[config.mk]
export PLATFORM = sky130hd
export DESIGN_NAME = rc_serial_frame_decoder_top
export DESIGN_NICKNAME = d
export VERILOG_FILES = /design/src/hdl/rcd_pkg.sv /design/src/hdl/rcd_regs.sv /design/src/hdl/rcd_ctrl.sv /design/src/hdl/rcd_dp.sv /design/src/hdl/rc_serial_frame_decoder_top.sv
export SDC_FILE = /design/constraint.sdc
export NUM_CORES = 1
export LEC_CHECK = 0
export BUFFER_PORTS_ARGS = -buffer_cell sky130_fd_sc_hd__buf_2
export CAP_MARGIN = 20
export CELL_PAD_IN_SITES_DETAIL_PLACEMENT = 1
export CELL_PAD_IN_SITES_GLOBAL_PLACEMENT = 2
export CORE_MARGIN = 2
export CORE_UTILIZATION = 44
export CTS_CLUSTER_DIAMETER = 60
export CTS_CLUSTER_SIZE = 40
export DETAILED_ROUTE_END_ITERATION = 7
export PLACE_DENSITY_LB_ADDON = 0.3
export SLEW_MARGIN = 5
export SYNTH_ARGS = -nofsm -noshare
export SYNTH_HDL_FRONTEND = slang
export SYNTH_HIERARCHICAL = 1
export SYNTH_SLANG_ARGS = --single-unit
export TNS_END_PERCENT = 30
[constraint.sdc]
create_clock -name clk -period 5.8 [get_ports clk]
set_input_delay 0.29 -clock clk [delete_from_list [all_inputs] [get_ports clk]]
set_output_delay 0.29 -clock clk [all_outputs]
set_load 0.005 [all_outputs]
[src/hdl/rcd_pkg.sv]
// ----------------------------------------------------------------------------
// rcd_pkg
// Shared types and constants for the serial radio frame decoder: input
// operation codes, register map, reset values and controller interface types.
// ----------------------------------------------------------------------------
package rcd_pkg;

	// Default geometry of a frame.
	localparam int FRAME_BYTES_DEF  = 16;
	localparam int NUM_CHANNELS_DEF = 8;

	// Configuration port.
	localparam int ADDR_W = 4;
	localparam int DATA_W = 32;

	localparam logic [1:0] REG_GAP_TICKS    = 2'd0;
	localparam logic [1:0] REG_VALID_WINDOW = 2'd1;
	localparam logic [1:0] REG_BIND_HALF    = 2'd2;
	localparam logic [1:0] REG_BIND_PULSES  = 2'd3;

	localparam logic [15:0] GAP_TICKS_RST    = 16'd1000;
	localparam logic [19:0] VALID_WINDOW_RST = 20'd100000;
	localparam logic [15:0] BIND_HALF_RST    = 16'd119;
	localparam logic [3:0]  BIND_PULSES_RST  = 4'd6;

	// Input operation codes.
	localparam logic [1:0] OP_BYTE = 2'd0;
	localparam logic [1:0] OP_TICK = 2'd1;
	localparam logic [1:0] OP_BIND = 2'd2;

	// Result kinds.
	localparam logic KIND_STATUS  = 1'b0;
	localparam logic KIND_CHANNEL = 1'b1;

	// Value reported for a channel that was not received (-1).
	localparam logic [10:0] CH_NOT_RECEIVED = 11'h7FF;

	localparam logic [19:0] SINCE_MAX = 20'hFFFFF;

	typedef struct packed {
		logic [15:0] gap_ticks;
		logic [19:0] valid_window_ticks;
		logic [15:0] bind_half_ticks;
		logic [3:0]  bind_pulses;
	} cfg_t;

	// Commands from the controller to the datapath.
	typedef struct packed {
		logic apply;        // apply the accepted input item to the state
		logic frame_end;    // the accepted tick closes a frame
		logic rd_en;        // read one byte of the frame store
		logic load_status;  // load a status result into the output register
		logic load_chan;    // load a channel result into the output register
		logic out_last;     // final result of the current item
	} cmd_t;

	// Status from the datapath to the controller.
	typedef struct packed {
		logic gap_expire;   // a tick now would end the frame
		logic frame_full;   // exactly a full frame has been stored
	} stat_t;

endpackage

[src/hdl/rcd_regs.sv]
// ----------------------------------------------------------------------------
// rcd_regs
// Configuration register bank behind an APB-style port; word aligned
// registers, writes complete in the access phase, zero wait states.
// ----------------------------------------------------------------------------
module rcd_regs (
	input  logic                       clk,
	input  logic                       arst_n,
	input  logic                       psel,
	input  logic                       penable,
	input  logic                       pwrite,
	input  logic [rcd_pkg::ADDR_W-1:0] paddr,
	input  logic [rcd_pkg::DATA_W-1:0] pwdata,
	output logic [rcd_pkg::DATA_W-1:0] prdata,
	output logic                       pready,
	output rcd_pkg::cfg_t              cfg
);
	import rcd_pkg::*;

	cfg_t       cfg_q;
	logic       wr_en;
	logic [1:0] reg_sel;

	assign pready  = 1'b1;
	assign wr_en   = psel && penable && pwrite;
	assign reg_sel = paddr[3:2];
	assign cfg     = cfg_q;

	always_ff @(posedge clk or negedge arst_n) begin
		if (!arst_n) begin
			cfg_q.gap_ticks          <= GAP_TICKS_RST;
			cfg_q.valid_window_ticks <= VALID_WINDOW_RST;
			cfg_q.bind_half_ticks    <= BIND_HALF_RST;
			cfg_q.bind_pulses        <= BIND_PULSES_RST;
		end else if (wr_en) begin
			case (reg_sel)
				REG_GAP_TICKS:    cfg_q.gap_ticks          <= pwdata[15:0];
				REG_VALID_WINDOW: cfg_q.valid_window_ticks <= pwdata[19:0];
				REG_BIND_HALF:    cfg_q.bind_half_ticks    <= pwdata[15:0];
				REG_BIND_PULSES:  cfg_q.bind_pulses        <= pwdata[3:0];
				default: ;
			endcase
		end
	end

	always_comb begin
		case (reg_sel)
			REG_GAP_TICKS:    prdata = {16'd0, cfg_q.gap_ticks};
			REG_VALID_WINDOW: prdata = {12'd0, cfg_q.valid_window_ticks};
			REG_BIND_HALF:    prdata = {16'd0, cfg_q.bind_half_ticks};
			REG_BIND_PULSES:  prdata = {28'd0, cfg_q.bind_pulses};
			default:          prdata = '0;
		endcase
	end

endmodule

[src/hdl/rcd_ctrl.sv]
// ----------------------------------------------------------------------------
// rcd_ctrl
// Controller: input acceptance, frame store read sequence during decode,
// result emission and the valid flag of the output register.
// ----------------------------------------------------------------------------
module rcd_ctrl #(
	parameter  int FRAME_BYTES  = rcd_pkg::FRAME_BYTES_DEF,
	parameter  int NUM_CHANNELS = rcd_pkg::NUM_CHANNELS_DEF,
	localparam int AW           = $clog2(FRAME_BYTES),
	localparam int CH_W         = (NUM_CHANNELS > 1) ? $clog2(NUM_CHANNELS) : 1
) (
	input  logic             clk,
	input  logic             arst_n,
	input  logic             in_valid,
	output logic             in_stall,
	input  logic [1:0]       op,
	output logic             out_valid,
	input  logic             out_stall,
	input  rcd_pkg::stat_t   st,
	output rcd_pkg::cmd_t    cmd,
	output logic [AW-1:0]    rd_addr,
	output logic [CH_W-1:0]  emit_idx
);
	import rcd_pkg::*;

	localparam int LAST_ADDR_I = 2 * ((FRAME_BYTES - 2) / 2) + 1;
	localparam logic [AW-1:0]   FIRST_ADDR = AW'(2);
	localparam logic [AW-1:0]   LAST_ADDR  = AW'(LAST_ADDR_I);
	localparam logic [CH_W-1:0] LAST_CH    = CH_W'(NUM_CHANNELS - 1);

	localparam logic [2:0] ST_IDLE   = 3'd0;
	localparam logic [2:0] ST_STATUS = 3'd1;
	localparam logic [2:0] ST_READ   = 3'd2;
	localparam logic [2:0] ST_DRAIN  = 3'd3;
	localparam logic [2:0] ST_EMIT   = 3'd4;

	logic [2:0]      state_q, state_d;
	logic [AW-1:0]   rd_addr_q;
	logic [CH_W-1:0] emit_idx_q;
	logic            out_valid_q;
	logic            out_free;
	logic            emit_last;

	assign out_free  = !out_valid_q || !out_stall;
	assign emit_last = (emit_idx_q == LAST_CH);
	assign in_stall  = (state_q != ST_IDLE);
	assign out_valid = out_valid_q;
	assign rd_addr   = rd_addr_q;
	assign emit_idx  = emit_idx_q;

	always_comb begin
		state_d = state_q;
		cmd     = '0;
		case (state_q)
			ST_IDLE: begin
				if (in_valid) begin
					cmd.apply = 1'b1;
					if (op == OP_TICK && st.gap_expire) begin
						cmd.frame_end = 1'b1;
						state_d = st.frame_full ? ST_READ : ST_EMIT;
					end else begin
						state_d = ST_STATUS;
					end
				end
			end
			ST_STATUS: begin
				if (out_free) begin
					cmd.load_status = 1'b1;
					cmd.out_last    = 1'b1;
					state_d         = ST_IDLE;
				end
			end
			ST_READ: begin
				cmd.rd_en = 1'b1;
				if (rd_addr_q == LAST_ADDR) begin
					state_d = ST_DRAIN;
				end
			end
			// The last byte read is still being folded into the channel table.
			ST_DRAIN: state_d = ST_EMIT;
			ST_EMIT: begin
				if (out_free) begin
					cmd.load_chan = 1'b1;
					cmd.out_last  = emit_last;
					if (emit_last) begin
						state_d = ST_IDLE;
					end
				end
			end
			default: state_d = ST_IDLE;
		endcase
	end

	always_ff @(posedge clk or negedge arst_n) begin
		if (!arst_n) begin
			state_q     <= ST_IDLE;
			rd_addr_q   <= FIRST_ADDR;
			emit_idx_q  <= '0;
			out_valid_q <= 1'b0;
		end else begin
			state_q <= state_d;
			if (cmd.frame_end) begin
				rd_addr_q <= FIRST_ADDR;
			end else if (cmd.rd_en) begin
				rd_addr_q <= rd_addr_q + AW'(1);
			end
			if (cmd.load_chan) begin
				emit_idx_q <= emit_last ? '0 : emit_idx_q + CH_W'(1);
			end
			if (cmd.load_status || cmd.load_chan) begin
				out_valid_q <= 1'b1;
			end else if (!out_stall) begin
				out_valid_q <= 1'b0;
			end
		end
	end

endmodule

[src/hdl/rcd_dp.sv]
// ----------------------------------------------------------------------------
// rcd_dp
// Datapath: frame store, gap timer, link watchdog, bind pulser, channel
// table filled word by word during decode, and the output register.
// ----------------------------------------------------------------------------
module rcd_dp #(
	parameter  int FRAME_BYTES  = rcd_pkg::FRAME_BYTES_DEF,
	parameter  int NUM_CHANNELS = rcd_pkg::NUM_CHANNELS_DEF,
	localparam int AW           = $clog2(FRAME_BYTES),
	localparam int CH_W         = (NUM_CHANNELS > 1) ? $clog2(NUM_CHANNELS) : 1
) (
	input  logic               clk,
	input  logic               arst_n,
	input  rcd_pkg::cfg_t      cfg,
	input  logic [1:0]         op,
	input  logic [7:0]         data_byte,
	input  rcd_pkg::cmd_t      cmd,
	input  logic [AW-1:0]      rd_addr,
	input  logic [CH_W-1:0]    emit_idx,
	output rcd_pkg::stat_t     st,
	output logic               kind,
	output logic [CH_W-1:0]    channel_index,
	output logic signed [10:0] channel_value,
	output logic               frame_good,
	output logic [7:0]         header_byte,
	output logic               link_valid,
	output logic               bind_pin,
	output logic               last
);
	import rcd_pkg::*;

	localparam int CW = $clog2(FRAME_BYTES + 1);
	localparam logic [CW-1:0] FULL_COUNT = CW'(FRAME_BYTES);

	// Frame store and decode pipeline.
	logic [7:0]      frame_mem [FRAME_BYTES];
	logic [7:0]      rd_data_s1;
	logic            rd_valid_s1;
	logic            rd_odd_s1;
	logic [7:0]      hi_byte_q;
	logic [10:0]     chan_q [NUM_CHANNELS];

	// Receiver and timer state.
	logic [CW-1:0]   byte_count_q;
	logic [7:0]      pend_header_q;
	logic [7:0]      kept_header_q;
	logic            frame_good_q;
	logic [15:0]     gap_count_q;
	logic            gap_running_q;
	logic [19:0]     since_good_q;
	logic [3:0]      bind_left_q;
	logic [15:0]     bind_phase_q;
	logic            bind_level_q;

	// Output register.
	logic            out_kind_q;
	logic [CH_W-1:0] out_idx_q;
	logic [10:0]     out_value_q;
	logic            out_good_q;
	logic [7:0]      out_header_q;
	logic            out_link_q;
	logic            out_pin_q;
	logic            out_last_q;

	logic            full;
	logic            binding;
	logic            store_byte;
	logic [16:0]     gap_sum;
	logic [16:0]     phase_sum;
	logic            phase_wrap;
	logic [15:0]     word;
	logic [5:0]      word_ch;

	assign full       = (byte_count_q == FULL_COUNT);
	assign binding    = (bind_left_q != 4'd0);
	assign gap_sum    = {1'b0, gap_count_q} + 17'd1;
	assign phase_sum  = {1'b0, bind_phase_q} + 17'd1;
	assign phase_wrap = (phase_sum >= {1'b0, cfg.bind_half_ticks});
	assign store_byte = cmd.apply && op == OP_BYTE && !binding && !full;
	assign word       = {hi_byte_q, rd_data_s1};
	assign word_ch    = word[15:10];

	assign st.gap_expire = !binding && gap_running_q && (gap_sum >= {1'b0, cfg.gap_ticks});
	assign st.frame_full = full;

	always_ff @(posedge clk) begin
		if (store_byte) begin
			frame_mem[byte_count_q[AW-1:0]] <= data_byte;
		end
		rd_data_s1 <= frame_mem[rd_addr];
	end

	// Word assembly: even addresses carry the high byte, odd the low byte.
	always_ff @(posedge clk) begin
		rd_odd_s1 <= rd_addr[0];
		if (rd_valid_s1 && !rd_odd_s1) begin
			hi_byte_q <= rd_data_s1;
		end
		for (int c = 0; c < NUM_CHANNELS; c++) begin
			if (cmd.frame_end) begin
				chan_q[c] <= CH_NOT_RECEIVED;
			end else if (rd_valid_s1 && rd_odd_s1 && word_ch == 6'(c)) begin
				chan_q[c] <= {1'b0, word[9:0]};
			end
		end
	end

	always_ff @(posedge clk or negedge arst_n) begin
		if (!arst_n) begin
			rd_valid_s1   <= 1'b0;
			byte_count_q  <= '0;
			pend_header_q <= '0;
			kept_header_q <= '0;
			frame_good_q  <= 1'b0;
			gap_count_q   <= '0;
			gap_running_q <= 1'b0;
			since_good_q  <= SINCE_MAX;
			bind_left_q   <= '0;
			bind_phase_q  <= '0;
			bind_level_q  <= 1'b0;
		end else begin
			rd_valid_s1 <= cmd.rd_en;
			if (cmd.apply) begin
				case (op)
					OP_BYTE: begin
						if (!binding) begin
							if (!full) begin
								byte_count_q <= byte_count_q + CW'(1);
							end
							if (byte_count_q == CW'(1)) begin
								pend_header_q <= data_byte;
							end
							gap_count_q   <= '0;
							gap_running_q <= 1'b1;
						end
					end
					OP_TICK: begin
						if (cmd.frame_end && full) begin
							since_good_q <= '0;
						end else if (since_good_q != SINCE_MAX) begin
							since_good_q <= since_good_q + 20'd1;
						end
						if (binding) begin
							if (phase_wrap) begin
								bind_phase_q <= '0;
								bind_level_q <= !bind_level_q;
								// Each fall back to low completes one pulse.
								if (bind_level_q) begin
									bind_left_q <= bind_left_q - 4'd1;
								end
							end else begin
								bind_phase_q <= phase_sum[15:0];
							end
						end else if (gap_running_q) begin
							if (cmd.frame_end) begin
								gap_running_q <= 1'b0;
								gap_count_q   <= '0;
								byte_count_q  <= '0;
								frame_good_q  <= full;
								if (full) begin
									kept_header_q <= pend_header_q;
								end
							end else begin
								gap_count_q <= gap_sum[15:0];
							end
						end
					end
					OP_BIND: begin
						bind_left_q   <= cfg.bind_pulses;
						bind_phase_q  <= '0;
						bind_level_q  <= 1'b0;
						gap_running_q <= 1'b0;
						gap_count_q   <= '0;
					end
					default: ;
				endcase
			end
		end
	end

	always_ff @(posedge clk) begin
		if (cmd.load_status || cmd.load_chan) begin
			out_header_q <= kept_header_q;
			out_link_q   <= (since_good_q < cfg.valid_window_ticks);
			out_pin_q    <= bind_level_q;
			out_last_q   <= cmd.out_last;
			if (cmd.load_chan) begin
				out_kind_q  <= KIND_CHANNEL;
				out_idx_q   <= emit_idx;
				out_value_q <= chan_q[emit_idx];
				out_good_q  <= frame_good_q;
			end else begin
				out_kind_q  <= KIND_STATUS;
				out_idx_q   <= '0;
				out_value_q <= '0;
				out_good_q  <= 1'b0;
			end
		end
	end

	assign kind          = out_kind_q;
	assign channel_index = out_idx_q;
	assign channel_value = out_value_q;
	assign frame_good    = out_good_q;
	assign header_byte   = out_header_q;
	assign link_valid    = out_link_q;
	assign bind_pin      = out_pin_q;
	assign last          = out_last_q;

endmodule

[src/hdl/rc_serial_frame_decoder_top.sv]
// ----------------------------------------------------------------------------
// rc_serial_frame_decoder_top
// Serial radio receiver frame decoder with link watchdog and bind pulser.
// ----------------------------------------------------------------------------
// Input items are received bytes, time ticks and bind requests; one item is
// taken at a time. An item that does not end a frame yields one status result
// and occupies the block through its accept and the load of the output
// register. A tick whose gap timer expires ends the frame and yields
// NUM_CHANNELS channel results: for a full frame the single read port of the
// frame store delivers one byte a cycle to the word decoder for the bytes from
// address 2 up, before the results are emitted; a short frame goes straight
// to emission. An output register separates the result side, so a stalled
// output only holds the block once that register is full. Registers (byte
// addresses): 0x0 gap ticks, 0x4 valid window ticks, 0x8 bind half period
// ticks, 0xC bind pulses.
module rc_serial_frame_decoder_top #(
	parameter  int FRAME_BYTES  = rcd_pkg::FRAME_BYTES_DEF,
	parameter  int NUM_CHANNELS = rcd_pkg::NUM_CHANNELS_DEF,
	localparam int CH_W         = (NUM_CHANNELS > 1) ? $clog2(NUM_CHANNELS) : 1
) (
	input  logic                       clk,
	input  logic                       arst_n,
	input  logic                       psel,
	input  logic                       penable,
	input  logic                       pwrite,
	input  logic [rcd_pkg::ADDR_W-1:0] paddr,
	input  logic [rcd_pkg::DATA_W-1:0] pwdata,
	output logic [rcd_pkg::DATA_W-1:0] prdata,
	output logic                       pready,
	input  logic                       in_valid,
	output logic                       in_stall,
	input  logic [1:0]                 op,
	input  logic [7:0]                 data_byte,
	output logic                       out_valid,
	input  logic                       out_stall,
	output logic                       kind,
	output logic [CH_W-1:0]            channel_index,
	output logic signed [10:0]         channel_value,
	output logic                       frame_good,
	output logic [7:0]                 header_byte,
	output logic                       link_valid,
	output logic                       bind_pin,
	output logic                       last
);
	import rcd_pkg::*;

	localparam int AW = $clog2(FRAME_BYTES);

	cfg_t            cfg;
	cmd_t            cmd;
	stat_t           st;
	logic [AW-1:0]   rd_addr;
	logic [CH_W-1:0] emit_idx;

	rcd_regs u_regs (
		.clk     (clk),
		.arst_n  (arst_n),
		.psel    (psel),
		.penable (penable),
		.pwrite  (pwrite),
		.paddr   (paddr),
		.pwdata  (pwdata),
		.prdata  (prdata),
		.pready  (pready),
		.cfg     (cfg)
	);

	rcd_ctrl #(
		.FRAME_BYTES  (FRAME_BYTES),
		.NUM_CHANNELS (NUM_CHANNELS)
	) u_ctrl (
		.clk       (clk),
		.arst_n    (arst_n),
		.in_valid  (in_valid),
		.in_stall  (in_stall),
		.op        (op),
		.out_valid (out_valid),
		.out_stall (out_stall),
		.st        (st),
		.cmd       (cmd),
		.rd_addr   (rd_addr),
		.emit_idx  (emit_idx)
	);

	rcd_dp #(
		.FRAME_BYTES  (FRAME_BYTES),
		.NUM_CHANNELS (NUM_CHANNELS)
	) u_dp (
		.clk           (clk),
		.arst_n        (arst_n),
		.cfg           (cfg),
		.op            (op),
		.data_byte     (data_byte),
		.cmd           (cmd),
		.rd_addr       (rd_addr),
		.emit_idx      (emit_idx),
		.st            (st),
		.kind          (kind),
		.channel_index (channel_index),
		.channel_value (channel_value),
		.frame_good    (frame_good),
		.header_byte   (header_byte),
		.link_valid    (link_valid),
		.bind_pin      (bind_pin),
		.last          (last)
	);

endmodule

# After elaboration in Yosys (flattened, before gate mapping)

Memory sizes are Yosys's and may differ from the RTL's. A register that Yosys moved wholly into a read port is not among the register bits.
Index checks and enable logic that the tools add are counted.
W data, S select, Z words.

Register bits: 173
Latch bits: 0
RAM bits: 216
Bits in read-only memories: 0
Input port bits: 53
Output and inout port bits: 62
Word-level logic and storage cells: 226
Memories: 2

Memory list:

| name           | words | bits a word | rd ports | clocked after memory_dff | write ports | RTL line     | text |
|---|---|---|---|---|---|---|---|
| u_dp.frame_mem | 16    | 8           | 1        | 1                        | 1           | rcd_dp.sv:36 | `logic [7:0] frame_mem [FRAME_BYTES];` |
| u_dp.chan_q    | 8     | 11          | 1        | 1                        | 8           | rcd_dp.sv:41 | `logic [10:0] chan_q [NUM_CHANNELS];` |

Add/sub/neg operators: 7
$mul: 0
Div/mod/pow operators: 0
$lt $le $gt $ge: 3
Equal/unequal tests: 35
Shift operators: 0
Mux-type cells: 88
Bitwise operators: 9
Reduce and logical (&&, ||, !) cells: 54

Operators by type and width:

| kind                    | count |
|---|---|
| $pmux W32 S4            | 1 |
| $mux W16                | 6 |
| $mux W11                | 8 |
| $pmux W16 S3            | 1 |
| $mux W1                 | 42 |
| $mux W20                | 2 |
| $add A16 B1 Y17 const B | 2 |
| $ge A17 B16 Y1          | 2 |
| $pmux W16 S2            | 1 |
| $mux W5                 | 5 |
| $eq A6 B3 Y1 const B    | 4 |
| $mux W3                 | 8 |
| $add A20 B1 Y20 const B | 1 |
| $lt A20 B20 Y1          | 1 |
| $mux W4                 | 5 |
| $ne A2 B1 Y1 const B    | 10 |
| $ne A20 B20 Y1 const B  | 1 |
| $reduce_and A5 Y1       | 4 |
| $logic_and A1 B1 Y1     | 19 |
| $pmux W3 S5             | 1 |
| $eq A6 B2 Y1 const B    | 2 |
| $reduce_and A4 Y1       | 3 |
| $pmux W5 S2             | 1 |
| $ne A2 B2 Y1 const B    | 4 |
| 31 further kinds        | 62 |

# Depth between registers and ports, before layout

Depth after elaboration: 13
Mapped depth: 21
Gate-level depth less buffers: 20

# By module

The synthesis kept the hierarchy.

By module, submodules not included:

| module   | instances | cells each | area an instance (um2) | seq. area each (um2) |
|---|---|---|---|---|
| rcd_dp   | 1         | 1159       | 15969.1                | 9759.4 |
| rcd_regs | 1         | 189        | 2667.6                 | 1426.4 |
| rcd_ctrl | 1         | 66         | 695.7                  | 276.5 |

# Least setup slack after synthesis

Ideal clock, no wire load.

Path type: reg-to-reg
Start point: register u_dp.gap_count_q[0]
End point: memory u_dp.chan_q[4][0], enable pin
Setup time: 378 ps
Arrival time: 3919 ps
Required time: 5422 ps
Setup slack: 1503 ps
Cell stages (with the launch flop): 18
Buffers on the path: 3
Clock period less this slack: 4297 ps
Cell sequence: dfrtp_1 -> ha_1 -> nand3_1 -> nor2_1 -> and4_1 -> nand4_1 -> xnor2_1 -> ha_1 -> nand3_1 -> o211ai_1 -> a21oi_1 -> nor3_1 -> and3b_1 -> and2_1 -> clkbuf_1 -> clkbuf_1 -> o21bai_1 -> clkbuf_1

RTL lines:

| item                   | RTL line      | text |
|---|---|---|
| from (decl)            | rcd_dp.sv:48  | `logic [15:0] gap_count_q;` |
| from (signal assigned) | rcd_dp.sv:164 | `gap_count_q <= gap_sum[15:0];` |
| to (decl)              | rcd_dp.sv:41  |  |

==> flow_summary.json <==
{
  "synth_top_area_share": 0.388,
  "cts_buffers": 36,
  "final_area_um2": 21800,
  "ys_seq_area_frac": 0.593,
  "rsz0062_at_grt": "false",
  "fin_crit_sh": 0.886,
  "post-route-min-period_ps": 5140,
  "place_area_um2": 20400,
  "cts.sinks": 408,
  "ant_nets": 0,
  "clk_latency_ps": 600,
  "drtPass1Iterations": 5,
  "vias": 11800,
  "grt_start_max_net_pins": 88,
  "required_ps": 6260,
  "layout.nets": 1623,
  "powerDensity_nw_per_um2": 337,
  "clkTransAtPathRegs_ps": 70,
  "yosys.area.top_type": "edfxtp_1",
  "path_max_fanout": 14,
  "synth_edf_count": 250,
  "clock_path_buffers": 3,
  "gp_congestion": 0.784,
  "cts_setup_buffers": 0,
  "cp_cell_sequence": "ha_1 -> nand3_1 -> nor2_1 -> and4_1 -> nand4_1 -> xnor2_1 -> ha_1 -> a21o_1 -> a21oi_1 -> o211ai_1 -> a21oi_1 -> nor3_1 -> and3b_1 -> and2_1 -> nand2_1 -> nand4_1 -> o31ai_1 -> buf_4 -> nand2b_1 -> o21ai_0",
  "ios": 115,
  "yosysWarnings": 6,
  "setup_viol": 0,
  "grtUsageMet2": 0.344,
  "coreArea_um2": 43300,
  "totalWireLength_um": 46800,
  "crit_family": "simple AND/OR/NAND/NOR gates",
  "arrival_ps": 5600,
  "ys.flop_type": "edfxtp_1",
  "fmax_ghz": 0.195,
  "die_h_um": 214,
  "cp_slowest_cell": "dfrtp_1",
  "syn_to_final_growth_pct": 13.0,
  "grt_pass1_wl_um": 73400,
  "start_util": 0.447,
  "setup_tns_ps": 0,
  "layout-drive-gt1-share": 0.262,
  "wl_per_cell_um": 22.1,
  "die_x_um": 214,
  "syn-cell-area_um2": 19300,
  "finish.utilization": 0.505,
  "totalPowerFinal_uw": 7370,
  "crit_type": "reg2reg",
  "cts_root_buf": "clkbuf_16",
  "hold_viol_final": 0,
  "port_buffers": 87,
  "tightest_slew_ps": 1050,
  "synth.distinct_cells": 71,
  "critPathLaunchType": "flip-flop",
  "cts_tree": "yes",
  "gr-usage-met1": 0.302,
  "fp-row-count": 76,
  "synth_area_leaders": "edfxtp_1 39%, dfrtp_1 14%, mux4_2 7.7%",
  "drcViolationCount": 0,
  "ys_async_sr_fraction": 0.363,
  "grt_pass1_vias": 12400,
  "worst-path-buf-inv": 1,
  "diodes": 0,
  "syn_area_per_cell_um2": 13.7,
  "crit_path_end_kind": "flip-flop",
  "synth-seq-cells": 408,
  "grt-ovfl-total": 0,
  "synth_common_cells": "250 x edfxtp_1, 107 x dfrtp_1, 81 x inv_1",
  "status": "completed",
  "relSlewSlack": 0.294,
  "postSynthCellCount": 1414,
  "finClkSkew_ps": 58.1,
  "use_met3": 0.0356,
  "cap_violations": 0,
  "irDropWorstVdd_v": 0.000197,
  "hold_ws_ps": 20.8,
  "yosysMostFrequentCell": "edfxtp_1",
  "critPathMaxStageDelay_ps": 440,
  "drv_slew": 0,
  "h-tree-depth": 2,
  "top_usage_layer": "met2",
  "vias_per_cell": 5.54,
  "antenna_found_initial": 0,
  "grtUsageTotal": 0.212,
  "initialDrtViolationCount": 733,
  "dieArea_um2": 45600,
  "hold_path_class": "in2reg",
  "dp_hpwl_um": 31700,
  "power_leakage_uw": 0.00844
}
-- cell usage in the layout (no fill, tap or decap), types with 14 or more instances in the layout --
master       n
buf_4       28
edfxtp_1   250
xnor2_1     25
nor2_1      55
inv_1       81
nor2b_1     18
or2_2       22
nand2_1     73
a21oi_1     36
mux2i_1     26
o21ai_0     63
dfstp_2     41
nor3_1      25
nand4_1     19
nand2b_1    29
dfrtp_1    106
nand3_1     32
mux4_2      66
a21o_1      26
ha_1        62
mux2_4      19
xor2_1      14
and2_1      20
clkbuf_16   38
or3_1       39
mux2_2      58
buf_2       86
-- registers in the layout, indices dropped and copies added, names as in the netlist, 3 cells and up --
name / count
u_dp/frame_mem: 128
u_dp/chan_q: 88
u_regs/cfg: 56
u_dp/since_good_q: 20
u_dp/bind_phase_q: 16
u_dp/gap_count_q: 16
u_dp/channel_value: 11
u_dp/header_byte: 8
u_dp/hi_byte_q: 8
u_dp/kept_header_q: 8
u_dp/pend_header_q: 8
u_dp/rd_data_s1: 8
u_dp/byte_count_q: 5
u_ctrl/rd_addr: 4
u_dp/bind_left_q: 4
u_ctrl/emit_idx: 3
u_ctrl/state_q: 3
u_dp/channel_index: 3
-- where the power goes --
part / switching (µW) / internal (µW) / total (µW)
logic: 521 / 461 / 982
registers: 255 / 3370 / 3620
clock network: 1310 / 1450 / 2760
-- per-stage QoR --
| step | instances | worst slack [ps] |
|---|---|---|
| finish | 2121 | 662 |
| global route | 2121 | 136 |
| CTS | 2121 | 625 |
| detailed placement | 2046 | 640 |
| global placement | 2045 | 853 |
| floorplan | 1425 | 1500 |
-- cells by family after synthesis --
family,count (synthesis),share of synthesized area
compound gates,192,0.0635
xor+xnor,39,0.0177
fa+ha+maj,62,0.0401
buf+inv,161,0.0380
flops,408,0.593
mux,171,0.140
other cells,2,0.000388
simple gates,379,0.107
-- final timing paths --
check,end,slack [ps],cells after the start,from
min in group asynchronous,u_dp/gap_count_q[8],350,2,arst_n
max in group asynchronous,u_dp/gap_count_q[14],4100,3,arst_n
worst min-delay path,u_regs/cfg[17],20,2,pwdata[13]
worst min register to register,u_dp/header_byte[0],460,0,u_dp/kept_header_q[0]
worst max-delay path,u_dp/since_good_q[0],660,20,u_dp/gap_count_q[0]
worst max register to register,u_dp/since_good_q[0],660,20,u_dp/gap_count_q[0]
-- metal layers --
metal / share of wire / vias to the layer above
li1: - / 5409
met2: 0.48 / 193
met1: 0.47 / 6096
met5: 0 / -
met3: 0.038 / 52
met4: 0.016 / 0
-- repair_timing --
item / 4_1_cts / 5_1_grt
hold buffers: 9 / 0
resized for setup: 0 / 0
endpoints found under the hold margin: 75 / 0
-- layout make-up --
type | instances | area (µm²)
fill | 4346 | 21400
clock buffer | 40 | 968
inverter | 81 | 304
tap | 585 | 732
clock inverter | 26 | 417
sequential | 408 | 11500
timing repair buffer | 125 | 769
multi-input combinational | 856 | 7180
(Power assumes the default switching activity.)
